===== src/rtl/core/tscf_pkg.sv =====
package tscf_pkg;

    // Configuration register indexes
    localparam int CFG_INDEX_W = 3;
    localparam logic [CFG_INDEX_W-1:0] CFG_NUMBER_ALL       = 3'd0;
    localparam logic [CFG_INDEX_W-1:0] CFG_NUMBER_NONBLANK  = 3'd1;
    localparam logic [CFG_INDEX_W-1:0] CFG_SQUEEZE_BLANK    = 3'd2;
    localparam logic [CFG_INDEX_W-1:0] CFG_SHOW_ENDS        = 3'd3;
    localparam logic [CFG_INDEX_W-1:0] CFG_SHOW_TABS        = 3'd4;
    localparam logic [CFG_INDEX_W-1:0] CFG_SHOW_NONPRINTING = 3'd5;

    // Character codes
    localparam logic [7:0] CH_TAB    = 8'h09;
    localparam logic [7:0] CH_NL     = 8'h0A;
    localparam logic [7:0] CH_SPACE  = 8'h20;
    localparam logic [7:0] CH_DOLLAR = 8'h24;
    localparam logic [7:0] CH_DASH   = 8'h2D;
    localparam logic [7:0] CH_ZERO   = 8'h30;
    localparam logic [7:0] CH_QMARK  = 8'h3F;
    localparam logic [7:0] CH_I      = 8'h49;
    localparam logic [7:0] CH_M      = 8'h4D;
    localparam logic [7:0] CH_CARET  = 8'h5E;
    localparam logic [7:0] CH_DEL    = 8'h7F;
    localparam logic [7:0] CH_ALL    = 8'hFF;
    localparam logic [7:0] CH_HIGH_CTRL_END = 8'hA0;
    localparam logic [7:0] CH_CTRL_END      = 8'h20;
    localparam logic [7:0] CARET_OFFSET     = 8'h40;

    typedef struct packed {
        logic number_all;
        logic number_nonblank;
        logic squeeze_blank;
        logic show_ends;
        logic show_tabs;
        logic show_nonprinting;
    } cfg_t;

    // Output sequence of one byte: number prefix, '$', rendered body
    typedef enum logic [2:0] {
        PH_PAD,
        PH_DIGIT,
        PH_TAB,
        PH_END,
        PH_BODY
    } phase_t;

    typedef struct packed {
        logic [3:0][7:0] bytes;
        logic [1:0]      last_idx;
    } body_t;

endpackage


===== src/rtl/core/tscf_front.sv =====
module tscf_front #(
    parameter int COUNT_DIGITS = 10,
    parameter int PAD_WIDTH    = 6,
    parameter int CNT_W        = 4
) (
    input  logic                          clk,
    input  logic                          rst_n,
    input  tscf_pkg::cfg_t                cfg,
    input  logic                          in_valid,
    output logic                          in_ready,
    input  logic [7:0]                    in_byte,
    output logic                          push,
    input  logic                          push_ready,
    output logic [COUNT_DIGITS-1:0][3:0]  e_bcd,
    output tscf_pkg::body_t               e_body,
    output logic                          e_show_end,
    output tscf_pkg::phase_t              e_phase,
    output logic [CNT_W-1:0]              e_cnt,
    output logic [CNT_W-1:0]              e_top
);

    localparam int SIG_W = $clog2(COUNT_DIGITS + 1);

    logic                         at_line_start_reg, at_line_start_next;
    logic [1:0]                   blank_run_reg, blank_run_next;
    logic [COUNT_DIGITS-1:0][3:0] count_reg, count_next, count_inc;
    logic                         accept, nl, drop, do_number, carry, full;
    logic [SIG_W-1:0]             sig;
    logic [CNT_W-1:0]             sig_ext;

    assign in_ready = push_ready;
    assign accept   = in_valid && push_ready;
    assign nl       = (in_byte == tscf_pkg::CH_NL);
    assign push     = accept && !drop;

    // line-start bookkeeping
    always_comb
    begin
        blank_run_next = blank_run_reg;
        if (at_line_start_reg && cfg.squeeze_blank)
        begin
            if (nl)
                blank_run_next = (blank_run_reg == 2'd3) ? 2'd3 : blank_run_reg + 2'd1;
            else
                blank_run_next = 2'd0;
        end
        drop = at_line_start_reg && cfg.squeeze_blank && (blank_run_next > 2'd1);
        do_number = at_line_start_reg && !drop &&
                    (cfg.number_nonblank ? !nl : cfg.number_all);
        at_line_start_next = drop ? 1'b1 : nl;
    end

    // saturating BCD increment
    always_comb
    begin
        carry = 1'b1;
        full  = 1'b1;
        for (int i = 0; i < COUNT_DIGITS; i++)
        begin
            if (carry)
                count_inc[i] = (count_reg[i] >= 4'd9) ? 4'd0 : count_reg[i] + 4'd1;
            else
                count_inc[i] = count_reg[i];
            carry = carry && (count_reg[i] >= 4'd9);
            full  = full && (count_reg[i] == 4'd9);
        end
        count_next = full ? count_reg : count_inc;
    end

    // significant digit count
    always_comb
    begin
        sig = SIG_W'(1);
        for (int i = 1; i < COUNT_DIGITS; i++)
            if (count_reg[i] != 4'd0)
                sig = SIG_W'(i + 1);
        sig_ext = CNT_W'(sig);
    end

    always_comb
    begin
        e_bcd      = count_reg;
        e_show_end = cfg.show_ends && nl;
        e_top      = sig_ext - CNT_W'(1);
        if (do_number)
        begin
            if (sig_ext < CNT_W'(PAD_WIDTH))
            begin
                e_phase = tscf_pkg::PH_PAD;
                e_cnt   = CNT_W'(PAD_WIDTH) - sig_ext;
            end
            else
            begin
                e_phase = tscf_pkg::PH_DIGIT;
                e_cnt   = sig_ext - CNT_W'(1);
            end
        end
        else if (e_show_end)
        begin
            e_phase = tscf_pkg::PH_END;
            e_cnt   = '0;
        end
        else
        begin
            e_phase = tscf_pkg::PH_BODY;
            e_cnt   = '0;
        end
    end

    // render the byte itself
    always_comb
    begin
        e_body          = '0;
        e_body.bytes[0] = in_byte;
        if (cfg.show_tabs && in_byte == tscf_pkg::CH_TAB)
        begin
            e_body.bytes[0] = tscf_pkg::CH_CARET;
            e_body.bytes[1] = tscf_pkg::CH_I;
            e_body.last_idx = 2'd1;
        end
        else if (cfg.show_nonprinting)
        begin
            if (in_byte[7])
            begin
                e_body.bytes[0] = tscf_pkg::CH_M;
                e_body.bytes[1] = tscf_pkg::CH_DASH;
                if (in_byte == tscf_pkg::CH_ALL)
                begin
                    e_body.bytes[2] = tscf_pkg::CH_CARET;
                    e_body.bytes[3] = tscf_pkg::CH_QMARK;
                    e_body.last_idx = 2'd3;
                end
                else if (in_byte < tscf_pkg::CH_HIGH_CTRL_END)
                begin
                    e_body.bytes[2] = tscf_pkg::CH_CARET;
                    e_body.bytes[3] = in_byte - tscf_pkg::CARET_OFFSET;
                    e_body.last_idx = 2'd3;
                end
                else
                begin
                    e_body.bytes[2] = {1'b0, in_byte[6:0]};
                    e_body.last_idx = 2'd2;
                end
            end
            else if (in_byte < tscf_pkg::CH_CTRL_END && in_byte != tscf_pkg::CH_TAB &&
                     in_byte != tscf_pkg::CH_NL)
            begin
                e_body.bytes[0] = tscf_pkg::CH_CARET;
                e_body.bytes[1] = in_byte + tscf_pkg::CARET_OFFSET;
                e_body.last_idx = 2'd1;
            end
            else if (in_byte == tscf_pkg::CH_DEL)
            begin
                e_body.bytes[0] = tscf_pkg::CH_CARET;
                e_body.bytes[1] = tscf_pkg::CH_QMARK;
                e_body.last_idx = 2'd1;
            end
        end
    end

    always_ff @(posedge clk or negedge rst_n)
    begin
        if (!rst_n)
        begin
            at_line_start_reg <= 1'b1;
            blank_run_reg     <= 2'd0;
            count_reg         <= (4 * COUNT_DIGITS)'(1);
        end
        else if (accept)
        begin
            at_line_start_reg <= at_line_start_next;
            blank_run_reg     <= blank_run_next;
            if (do_number)
                count_reg <= count_next;
        end
    end

endmodule


===== src/rtl/core/tscf_queue.sv =====
module tscf_queue #(
    parameter int WIDTH = 8
) (
    input  logic             clk,
    input  logic             rst_n,
    input  logic             push,
    output logic             push_ready,
    input  logic [WIDTH-1:0] push_data,
    output logic             pop_valid,
    input  logic             pop,
    output logic [WIDTH-1:0] pop_data
);

    localparam int DEPTH = 2;
    localparam int PTR_W = $clog2(DEPTH);
    localparam int CNT_W = $clog2(DEPTH + 1);

    logic [WIDTH-1:0] mem_reg [DEPTH];
    logic [PTR_W-1:0] wr_ptr_reg, rd_ptr_reg;
    logic [CNT_W-1:0] fill_reg;
    logic             do_push, do_pop;

    assign push_ready = (fill_reg != CNT_W'(DEPTH));
    assign pop_valid  = (fill_reg != '0);
    assign pop_data   = mem_reg[rd_ptr_reg];
    assign do_push    = push && push_ready;
    assign do_pop     = pop && pop_valid;

    always_ff @(posedge clk)
    begin
        if (do_push)
            mem_reg[wr_ptr_reg] <= push_data;
    end

    always_ff @(posedge clk or negedge rst_n)
    begin
        if (!rst_n)
        begin
            wr_ptr_reg <= '0;
            rd_ptr_reg <= '0;
            fill_reg   <= '0;
        end
        else
        begin
            if (do_push)
                wr_ptr_reg <= wr_ptr_reg + PTR_W'(1);
            if (do_pop)
                rd_ptr_reg <= rd_ptr_reg + PTR_W'(1);
            if (do_push && !do_pop)
                fill_reg <= fill_reg + CNT_W'(1);
            else if (do_pop && !do_push)
                fill_reg <= fill_reg - CNT_W'(1);
        end
    end

endmodule


===== src/rtl/core/tscf_back.sv =====
module tscf_back #(
    parameter int COUNT_DIGITS = 10,
    parameter int CNT_W        = 4
) (
    input  logic                          clk,
    input  logic                          rst_n,
    input  logic                          q_valid,
    output logic                          q_pop,
    input  logic [COUNT_DIGITS-1:0][3:0]  q_bcd,
    input  tscf_pkg::body_t               q_body,
    input  logic                          q_show_end,
    input  tscf_pkg::phase_t              q_phase,
    input  logic [CNT_W-1:0]              q_cnt,
    input  logic [CNT_W-1:0]              q_top,
    output logic                          out_valid,
    input  logic                          out_ready,
    output logic [7:0]                    out_byte,
    output logic                          last_of_run
);

    localparam int DIG_W = (COUNT_DIGITS > 1) ? $clog2(COUNT_DIGITS) : 1;

    logic                         busy_reg, out_valid_reg, last_reg;
    logic [7:0]                   out_byte_reg;
    tscf_pkg::phase_t             phase_reg, src_phase, phase_next;
    logic [CNT_W-1:0]             cnt_reg, src_cnt, cnt_next;
    logic [COUNT_DIGITS-1:0][3:0] cur_bcd, src_bcd;
    tscf_pkg::body_t              cur_body, src_body;
    logic                         cur_show_end, src_show_end;
    logic [CNT_W-1:0]             cur_top, src_top;
    logic                         have, adv, gen_last;
    logic [7:0]                   gen_byte;
    logic [3:0]                   digit, digit_clamp;

    assign have = busy_reg || q_valid;
    assign adv  = !out_valid_reg || out_ready;
    assign q_pop = adv && !busy_reg && q_valid;

    assign out_valid   = out_valid_reg;
    assign out_byte    = out_byte_reg;
    assign last_of_run = last_reg;

    // work on the held item, else start on the queue head this cycle
    always_comb
    begin
        src_phase    = busy_reg ? phase_reg    : q_phase;
        src_cnt      = busy_reg ? cnt_reg      : q_cnt;
        src_bcd      = busy_reg ? cur_bcd      : q_bcd;
        src_body     = busy_reg ? cur_body     : q_body;
        src_show_end = busy_reg ? cur_show_end : q_show_end;
        src_top      = busy_reg ? cur_top      : q_top;
    end

    assign digit       = src_bcd[src_cnt[DIG_W-1:0]];
    assign digit_clamp = (digit > 4'd9) ? 4'd9 : digit;

    always_comb
    begin
        gen_byte   = tscf_pkg::CH_SPACE;
        gen_last   = 1'b0;
        phase_next = src_phase;
        cnt_next   = src_cnt;
        unique case (src_phase)
            tscf_pkg::PH_PAD:
            begin
                gen_byte = tscf_pkg::CH_SPACE;
                if (src_cnt == CNT_W'(1))
                begin
                    phase_next = tscf_pkg::PH_DIGIT;
                    cnt_next   = src_top;
                end
                else
                    cnt_next = src_cnt - CNT_W'(1);
            end
            tscf_pkg::PH_DIGIT:
            begin
                gen_byte = tscf_pkg::CH_ZERO + {4'h0, digit_clamp};
                if (src_cnt == '0)
                    phase_next = tscf_pkg::PH_TAB;
                else
                    cnt_next = src_cnt - CNT_W'(1);
            end
            tscf_pkg::PH_TAB:
            begin
                gen_byte   = tscf_pkg::CH_TAB;
                phase_next = src_show_end ? tscf_pkg::PH_END : tscf_pkg::PH_BODY;
                cnt_next   = '0;
            end
            tscf_pkg::PH_END:
            begin
                gen_byte   = tscf_pkg::CH_DOLLAR;
                phase_next = tscf_pkg::PH_BODY;
                cnt_next   = '0;
            end
            tscf_pkg::PH_BODY:
            begin
                gen_byte = src_body.bytes[src_cnt[1:0]];
                if (src_cnt[1:0] == src_body.last_idx)
                    gen_last = 1'b1;
                else
                    cnt_next = src_cnt + CNT_W'(1);
            end
            default:
            begin
                gen_last = 1'b1;
            end
        endcase
    end

    always_ff @(posedge clk)
    begin
        if (q_pop)
        begin
            cur_bcd      <= q_bcd;
            cur_body     <= q_body;
            cur_show_end <= q_show_end;
            cur_top      <= q_top;
        end
    end

    always_ff @(posedge clk or negedge rst_n)
    begin
        if (!rst_n)
        begin
            busy_reg      <= 1'b0;
            out_valid_reg <= 1'b0;
            out_byte_reg  <= '0;
            last_reg      <= 1'b0;
            phase_reg     <= tscf_pkg::PH_BODY;
            cnt_reg       <= '0;
        end
        else if (adv)
        begin
            out_valid_reg <= have;
            if (have)
            begin
                out_byte_reg <= gen_byte;
                last_reg     <= gen_last;
                busy_reg     <= !gen_last;
                phase_reg    <= phase_next;
                cnt_reg      <= cnt_next;
            end
        end
    end

endmodule


===== src/rtl/core/text_stream_cat_formatter.sv =====
// Byte stream formatter with cat-style line numbering, blank-line squeezing,
// '$' line ends, ^I tabs and ^ / M- notation for nonprinting bytes. Each
// accepted input byte yields one or more output beats on out_byte, the last
// of them flagged by last_of_run; a squeezed blank line yields none. The
// back end sends one beat per cycle while out_ready is high; a numbered line
// start adds up to COUNT_DIGITS digits or PAD_WIDTH padded places plus a
// tab. Input accepts one byte per cycle while the two-entry queue between
// classifier and emitter has room, so plain text streams at one byte per
// cycle when out_ready stays high. Line numbers are BCD with COUNT_DIGITS
// digits and stick at all nines. Configuration is register index plus
// data bit 0, taken every cycle; write it only while idle.
module text_stream_cat_formatter #(
    parameter int COUNT_DIGITS = 10,
    parameter int PAD_WIDTH    = 6
) (
    input  logic                             clk,
    input  logic                             rst_n,
    input  logic                             in_valid,
    output logic                             in_ready,
    input  logic [7:0]                       in_byte,
    output logic                             out_valid,
    input  logic                             out_ready,
    output logic [7:0]                       out_byte,
    output logic                             last_of_run,
    input  logic                             cfg_valid,
    output logic                             cfg_ready,
    input  logic [tscf_pkg::CFG_INDEX_W-1:0] cfg_index,
    input  logic                             cfg_data
);

    localparam int CNT_MAX = (PAD_WIDTH > COUNT_DIGITS) ? PAD_WIDTH : COUNT_DIGITS;
    localparam int CNT_W   = $clog2(CNT_MAX + 1);
    localparam int BCD_W   = 4 * COUNT_DIGITS;
    localparam int BODY_W  = $bits(tscf_pkg::body_t);
    localparam int PH_W    = $bits(tscf_pkg::phase_t);
    localparam int ENTRY_W = BCD_W + BODY_W + 1 + PH_W + 2 * CNT_W;

    tscf_pkg::cfg_t               cfg_reg;
    logic                         push, push_ready, q_valid, q_pop;
    logic [ENTRY_W-1:0]           push_data, pop_data;
    logic [COUNT_DIGITS-1:0][3:0] e_bcd, q_bcd;
    tscf_pkg::body_t              e_body, q_body;
    logic                         e_show_end, q_show_end;
    tscf_pkg::phase_t             e_phase, q_phase;
    logic [PH_W-1:0]              q_phase_bits;
    logic [CNT_W-1:0]             e_cnt, q_cnt, e_top, q_top;

    assign cfg_ready = 1'b1;

    always_ff @(posedge clk or negedge rst_n)
    begin
        if (!rst_n)
            cfg_reg <= '0;
        else if (cfg_valid)
        begin
            unique case (cfg_index)
                tscf_pkg::CFG_NUMBER_ALL:       cfg_reg.number_all       <= cfg_data;
                tscf_pkg::CFG_NUMBER_NONBLANK:  cfg_reg.number_nonblank  <= cfg_data;
                tscf_pkg::CFG_SQUEEZE_BLANK:    cfg_reg.squeeze_blank    <= cfg_data;
                tscf_pkg::CFG_SHOW_ENDS:        cfg_reg.show_ends        <= cfg_data;
                tscf_pkg::CFG_SHOW_TABS:        cfg_reg.show_tabs        <= cfg_data;
                tscf_pkg::CFG_SHOW_NONPRINTING: cfg_reg.show_nonprinting <= cfg_data;
                default:
                begin
                end
            endcase
        end
    end

    tscf_front #(
        .COUNT_DIGITS (COUNT_DIGITS),
        .PAD_WIDTH    (PAD_WIDTH),
        .CNT_W        (CNT_W)
    ) u_front (
        .clk        (clk),
        .rst_n      (rst_n),
        .cfg        (cfg_reg),
        .in_valid   (in_valid),
        .in_ready   (in_ready),
        .in_byte    (in_byte),
        .push       (push),
        .push_ready (push_ready),
        .e_bcd      (e_bcd),
        .e_body     (e_body),
        .e_show_end (e_show_end),
        .e_phase    (e_phase),
        .e_cnt      (e_cnt),
        .e_top      (e_top)
    );

    assign push_data = {e_bcd, e_body, e_show_end, e_phase, e_cnt, e_top};
    assign {q_bcd, q_body, q_show_end, q_phase_bits, q_cnt, q_top} = pop_data;
    assign q_phase = tscf_pkg::phase_t'(q_phase_bits);

    tscf_queue #(
        .WIDTH (ENTRY_W)
    ) u_queue (
        .clk        (clk),
        .rst_n      (rst_n),
        .push       (push),
        .push_ready (push_ready),
        .push_data  (push_data),
        .pop_valid  (q_valid),
        .pop        (q_pop),
        .pop_data   (pop_data)
    );

    tscf_back #(
        .COUNT_DIGITS (COUNT_DIGITS),
        .CNT_W        (CNT_W)
    ) u_back (
        .clk         (clk),
        .rst_n       (rst_n),
        .q_valid     (q_valid),
        .q_pop       (q_pop),
        .q_bcd       (q_bcd),
        .q_body      (q_body),
        .q_show_end  (q_show_end),
        .q_phase     (q_phase),
        .q_cnt       (q_cnt),
        .q_top       (q_top),
        .out_valid   (out_valid),
        .out_ready   (out_ready),
        .out_byte    (out_byte),
        .last_of_run (last_of_run)
    );

endmodule


===== config.mk =====
export PLATFORM = sky130hd
export DESIGN_NAME = text_stream_cat_formatter
export DESIGN_NICKNAME = d
export VERILOG_FILES = /design/src/rtl/core/tscf_pkg.sv /design/src/rtl/core/tscf_front.sv /design/src/rtl/core/tscf_queue.sv /design/src/rtl/core/tscf_back.sv /design/src/rtl/core/text_stream_cat_formatter.sv
export SDC_FILE = /design/constraint.sdc
export NUM_CORES = 1
export LEC_CHECK = 0
export BUFFER_PORTS_ARGS = -buffer_cell sky130_fd_sc_hd__buf_2
export CAP_MARGIN = 20
export CORE_ASPECT_RATIO = 1.5
export CORE_MARGIN = 1.5
export CORE_UTILIZATION = 60
export CTS_CLUSTER_DIAMETER = 40
export CTS_CLUSTER_SIZE = 10
export DETAILED_ROUTE_END_ITERATION = 16
export PLACE_DENSITY = 0.77
export SETUP_SLACK_MARGIN = 0.02
export SYNTH_ARGS = -nofsm -noshare
export SYNTH_HDL_FRONTEND = slang
export SYNTH_SLANG_ARGS = --single-unit

===== constraint.sdc =====
create_clock -name clk -period 10.8 [get_ports clk]
set_clock_uncertainty 0.15 [all_clocks]
set_input_delay 1.08 -clock clk [delete_from_list [all_inputs] [get_ports clk]]
set_output_delay 1.08 -clock clk [all_outputs]
set_load 0.01 [all_outputs]

* Word-level counts from Yosys, hierarchy flattened *
Memories as Yosys holds them, arrays and structs flattened.
Cells that the tools add are included.
W data, S select, Z words.

storage, ports and cells
  register bits after elaboration = 150
  bits in writable memories = 172
  bits of input ports = 17
  logic and storage cells = 256
  memories = 1

memories
  name             depth  width  read ports  clocked after memory_dff  write ports  line              RTL
  u_queue.mem_reg  2      86     1           0                         1            tscf_queue.sv:18  logic [WIDTH-1:0] mem_reg [DEPTH];

operators by class
  $add $sub $neg = 22
  $lt $le $gt $ge = 17
  equal/unequal tests = 29
  mux-type cells = 67
  bitwise operators = 1
  reduce and logical (&&, ||, !) cells = 75

operators by type and width
  kind                   number
  $mux W4                22
  $mux W34               2
  $mux W16               4
  $mux W18               3
  $add A4 B1 Y4 const B  11
  $eq A4 B4 Y1 const B   10
  $ge A4 B4 Y1 const B   10
  $mux W40               1
  $reduce_and A4 Y1      9
  $reduce_bool A4 Y1     9
  $logic_and A1 B1 Y1    33
  $pmux W8 S4            1
  $mux W3                10
  $bmux W4 S4            1
  $bmux W8 S2            1
  $eq A8 B4 Y1 const B   2
  $mux W2                8
  $mux W8                2
  $ne A8 B4 Y1 const B   2
  $pmux W4 S4            1
  $reduce_and A2 Y1      7
  $eq A3 B2 Y1 const B   4
  $pmux W3 S4            1
  $eq A3 B3 Y1 const B   3
  other kinds (34)       54

* Depth between registers and ports, before layout *
  word-level depth = 13
  gate-level depth with buffers = 14

* Hierarchy *
Synthesis repeated with hierarchy kept, for this count alone.

second synthesis, totals
  cells, all modules = 1,111
  area total of the unflattened synthesis = 15,492.4 um2

by module, submodules not included
  module                     times used  cells each  area an instance (um2)  seq. area each (um2)
  tscf_queue                 1           286         6,521.3                 5,265.0
  tscf_back                  1           381         5,166.2                 2,824.0
  tscf_front                 1           424         3,494.6                 1,078.5
  text_stream_cat_formatter  1           20          310.3                   150.1

* Least setup slack after synthesis *
No wires, ideal clock.

  path type = input -> register
  start = input in_byte[6]
  end = memory u_queue.mem_reg[0][0] (netlist name) (enable)
  library setup time = 633 ps
  arrival time = 7,393 ps
  data required time = 10,017 ps
  path slack = 2,624 ps
  stages = 5
  cell sequence = inv_1 -> ha_1 -> nand2b_1 -> nor4_2 -> nor3_1

between the ends
  longest elaborated chain between the ends = 10

RTL lines
  what                           line                             RTL
  from (decl)                    text_stream_cat_formatter.sv:20  input logic [7:0] in_byte,
  $eq A8 B4 Y1                   tscf_front.sv:33                 assign nl = (in_byte == tscf_pkg::CH_NL);
  $mux W2                        tscf_front.sv:42                 if (nl)
  $mux W2                        tscf_front.sv:40                 if (at_line_start_reg && cfg.squeeze_blank)
  $gt A2 B1 Y1                   tscf_front.sv:47                 drop = at_line_start_reg && cfg.squeeze_blank && (blank_run_next > 2'd1);
  $logic_and A1 B1 Y1            tscf_front.sv:47
  $logic_not A1 Y1               tscf_front.sv:34                 assign push = accept && !drop;
  $logic_and A1 B1 Y1            tscf_front.sv:34
  $logic_and A1 B1 Y1            tscf_queue.sv:26                 assign do_push = push && push_ready;
  $mux W1                        tscf_queue.sv:31                 if (do_push)
  $mux W1 (not written as such)  tscf_queue.sv:32                 mem_reg[wr_ptr_reg] <= push_data;
  to (decl)                      tscf_queue.sv:18

No other way between the ends.

* Final worst setup path *
  start = register u_queue.rd_ptr_reg
  end = register u_back.cnt_reg[3]

between the ends
  longest elaborated chain between the ends = 5

RTL lines
  what                                         line              RTL
  from (decl)                                  tscf_queue.sv:19  logic [PTR_W-1:0] wr_ptr_reg, rd_ptr_reg;
  from (signal assigned)                       tscf_queue.sv:48  rd_ptr_reg <= rd_ptr_reg + PTR_W'(1);
  $mem_v2 Z2 W86 (*)                           n/a
  $mux W4, or another cell as far along        tscf_back.sv:47   src_cnt = busy_reg ? cnt_reg : q_cnt;
  $add A4 B1 Y4, or another cell as far along  tscf_back.sv:101  cnt_next = src_cnt + CNT_W'(1);
  $mux W4, or another cell as far along        tscf_back.sv:98   if (src_cnt[1:0] == src_body.last_idx)
  $pmux W4 S4 (*)                              tscf_back.sv:63   unique case (src_phase)
  to (signal assigned)                         tscf_back.sv:141  cnt_reg <= cnt_next;
  to (decl)                                    tscf_back.sv:26   logic [CNT_W-1:0] cnt_reg, src_cnt, cnt_next;

Every way passes the cells marked *; elsewhere a longest branch is shown, timed or not.
A chain may end at the register's enable or synchronous reset.

==> results.md <==
Yosys:
- The share of async-settable or async-resettable flops after synthesis is 0.223.
- The largest total area in the synthesized netlist belongs to sky130_fd_sc_hd__edfxtp_1.
- The gate count of the mapped netlist is 1089.
- The unique cell type count in the Yosys netlist is 81.
- The number of enable-type register cells in the synthesized netlist is 248.
- Yosys attributes the largest share of cell area to sky130_fd_sc_hd__edfxtp_1 (50%), sky130_fd_sc_hd__dfrtp_1 (11%), sky130_fd_sc_hd__mux2_2 (6.8%), sky130_fd_sc_hd__ha_1 (3.9%), sky130_fd_sc_hd__mux4_2 (2.9%).
- The synthesized area per cell is 13.7 um2.
- The commonest register cell after synthesis is sky130_fd_sc_hd__edfxtp_1.
- The post-synth design cell area is 0.0149 mm2.
- The area fraction of the dominant cell type after synthesis is 0.501.
- The sequential area share after synthesis is 0.621.
- In this run, synthesis produced a sequential element count of 319.
- The number of nets handed over by synthesis was 1152.
- The synthesis warning total is 0.

Run:
- Across the run, the number of max-cap violations was 0.

Layout:
- The number of nets in the finished design is 1194.
- The total area of multi-input combinational cells is 0.00526 mm2.
- The final cell count without fillers is 1480.
- The antenna diode count is 0.
- The number of flip-flops in the largest register is 170.
- The area growth from synthesis to final layout is 10.7%.
- Summing all flip-flop and latch instances after layout gives 0.00923 mm2.
- The share of cells above drive strength 1 is 0.195.
- The fill cell total of the finished layout is 1703.

Die:
- The number of standard-cell rows in the floorplan is 70.
- The die area is 0.0257 mm2.
- The core footprint is 0.0243 mm2.
- The die is 196 um tall.
- The initial utilization of the core area, before any placement, comes to 0.611.
- Measured along the x axis, the die boundary spans 132 um.
- The I/O pin total is 29.

Detailed routing:
- The first detailed-routing pass ran for 5 iterations.
- The top layer reached by signal wires is met4.
- The routed design uses 17.6 mm of met2 wire.
- The number of DRC violations after detailed routing is 0.
- The met3 layer wire length in the routed design is 1.23 mm.
- The via total after detailed routing is 9073.
- The wire length per cell is 22.2 um.
- The count of nets left with antenna violations once routing finished came out at 0.
- The final routed wirelength across all metal layers is 32.9 mm.
- The detailed router put a total of 12.4 mm of wire on met1.
- The routed via count divided by cell count is 6.13.
- The first-iteration detailed-routing DRC count is 631.

Clock tree:
- The TritonCTS clock tree is built.
- Counting every sink on the clock net gives 319.
- The number of buffers created by CTS is 39.
- The H-tree was split into 2 levels.
- Counting along the longest clock path gives a buffer depth of 3.
- The post-cts resize count is 0.
- The buffers inserted during post-CTS setup optimization is 0.
- Clock latency on the worst-skew pair, taken at its later pin, is 530 ps.
- The clock root buffer is sky130_fd_sc_hd__clkbuf_16.
- The clock slew seen by the registers of the worst setup and hold paths is 60 ps.
- The hold buffer count at CTS is 0.

STA:
- The hold violation total from the final report was 0.
- The clock period minus worst slack is 4020 ps.
- The total of endpoints with negative setup slack in the final report is 0.
- At the pin with the least slew margin, the transition time is 996 ps.
- In the post-route analysis, the smallest setup slack over all paths is 6780 ps.
- Setup repair after global routing left no endpoint under its margin.
- The post-route fraction of the period consumed by the critical path is 0.372.
- The total negative setup slack is 0 ps.
- Headroom to the max-slew limit came out at 0.317.
- The final-report max-slew violation count is 0.
- Derived from the worst setup path, the maximum achievable clock frequency is 249 MHz.

Hold path:
- The tightest min-delay check is of the reg -> reg type.

Place:
- The port buffer count is 27.
- Detailed placement ended at an HPWL of 22.7 mm.
- The worst slack at placement is 6760 ps.
- The cell total after placement is 1413.
- The congestion estimate from routability-driven global placement came to 0.866.

Worst setup path:
- The setup check on the worst reg-to-reg path leaves a slack of 6780 ps.
- The required time of the worst setup path is 11070 ps.
- The worst setup path is captured at a flop.
- The critical path is of the reg -> reg type.
- The arrival time at the worst endpoint is 4290 ps.
- Of all nets on the critical path, the largest fanout is 53.
- STA classifies the critical path startpoint as a flop.

Global route:
- For this run, the total global-route usage over all layers was measured as 0.263.
- The number of global-route vias before repair is 9239.
- After global routing the overflow that remains totals 0.
- The number of antenna violations at the first check in global routing was 0.
- The first global-routing pass estimated 51.9 mm of wire.
- Entering global routing, the biggest net connects 71 pins.

Status:
- The flow ran to the end, and the final reports show no timing, DRC or antenna violations.

Power and ir drop:
- The analysis attributes to cell leakage a power of 0.00603 uW.
- The power per cell area is 265 mW/mm2.
- The maximum ir drop on the vdd rail is 145 uV.
-- layout by cell type (no fill, tap or decap), types with 9 or more instances in the layout --
cell	instances
sky130_fd_sc_hd__and3_1	9
sky130_fd_sc_hd__inv_1	45
sky130_fd_sc_hd__nand3_1	24
sky130_fd_sc_hd__buf_2	26
sky130_fd_sc_hd__edfxtp_1	248
sky130_fd_sc_hd__nor2_1	86
sky130_fd_sc_hd__mux4_2	19
sky130_fd_sc_hd__buf_4	12
sky130_fd_sc_hd__nand2_1	71
sky130_fd_sc_hd__o21ai_0	65
sky130_fd_sc_hd__mux2i_1	35
sky130_fd_sc_hd__clkbuf_16	41
sky130_fd_sc_hd__ha_1	46
sky130_fd_sc_hd__o31ai_1	10
sky130_fd_sc_hd__and2_1	11
sky130_fd_sc_hd__mux2_2	90
sky130_fd_sc_hd__nand2b_1	21
sky130_fd_sc_hd__clkbuf_1	21
sky130_fd_sc_hd__a21oi_1	22
sky130_fd_sc_hd__dfrtp_1	67
sky130_fd_sc_hd__nor3_1	22
-- cell usage after synthesis (21+ instances only) --
master	count
sky130_fd_sc_hd__a21oi_1	22
sky130_fd_sc_hd__dfrtp_1	68
sky130_fd_sc_hd__edfxtp_1	248
sky130_fd_sc_hd__ha_1	46
sky130_fd_sc_hd__inv_1	45
sky130_fd_sc_hd__mux2_2	90
sky130_fd_sc_hd__mux2i_1	35
sky130_fd_sc_hd__nand2_1	71
sky130_fd_sc_hd__nand2b_1	21
sky130_fd_sc_hd__nand3_1	24
sky130_fd_sc_hd__nor2_1	86
sky130_fd_sc_hd__nor3_1	24
sky130_fd_sc_hd__o21ai_0	65
-- worst max-delay path, stage by stage, from the launching register on --
cell and delay [ps]:
sky130_fd_sc_hd__dfrtp_4 750, sky130_fd_sc_hd__buf_4 660, sky130_fd_sc_hd__mux2_4 440, sky130_fd_sc_hd__mux2i_4 620, sky130_fd_sc_hd__ha_1 320, sky130_fd_sc_hd__mux2i_1 80
sky130_fd_sc_hd__o211ai_1 360, sky130_fd_sc_hd__a2bb2oi_1 220, sky130_fd_sc_hd__o31ai_1 90, sky130_fd_sc_hd__a22o_1 180
-- layer usage --
layer	vias to the layer above	GRT usage
li1	4186	-
met1	4536	0.306
met2	262	0.474
met3	89	0.0354
met4	0	0.140
met5	-	0
-- path summary, 6_finish.rpt --
kind                                            to  cells after the start          startpoint
min in group asynchronous         u_front.e_bcd[0]                      1               rst_n
worst max register to register   u_back.cnt_reg[3]                      9  u_queue.rd_ptr_reg
worst max-delay path             u_back.cnt_reg[3]                      9  u_queue.rd_ptr_reg
worst min register to register  u_back.last_of_run                      2  u_back.last_of_run
worst min-delay path            u_back.last_of_run                      2  u_back.last_of_run
max in group asynchronous       u_queue.rd_ptr_reg                      2               rst_n
-- cells by family after synthesis --
family,share of synthesized area
AOI/OAI and AO/OA,0.0792
other,0.000252
DFF,0.621
muxes,0.126
and+or+nand+nor,0.102
xor gates and xnor gates,0.00699
buffers and inverters,0.0263
adders and majority gates,0.0387
-- power breakdown --
part           internal [uW]  total [uW]  leakage (uW)  switching [uW]
sequential              1720        1860       0.00306             138
combinational            542        1340       0.00243             801
clock                    704        1170      0.000545             462
-- metrics by stage --
stage	instance area (um2)	total power (uW)	utilization	hold WS, ps
final	16500	4360	0.676	321
after global routing	16500	4560	0.676	334
after detailed placement	15300	3210	0.629	317
after global placement	15300	3180	0.628	307
after CTS	16400	4380	0.675	330
after floorplan	14900	2880	-	300
-- area by class of cell --
class	instances	area share
clock buffer	63	0.0680
clock inverter	3	0.00129
inverter	47	0.0109
multi-input combinational	685	0.320
tap	324	0.0246
sequential	319	0.561
timing repair buffer	39	0.0146
Power figures use the tool's default switching activity.
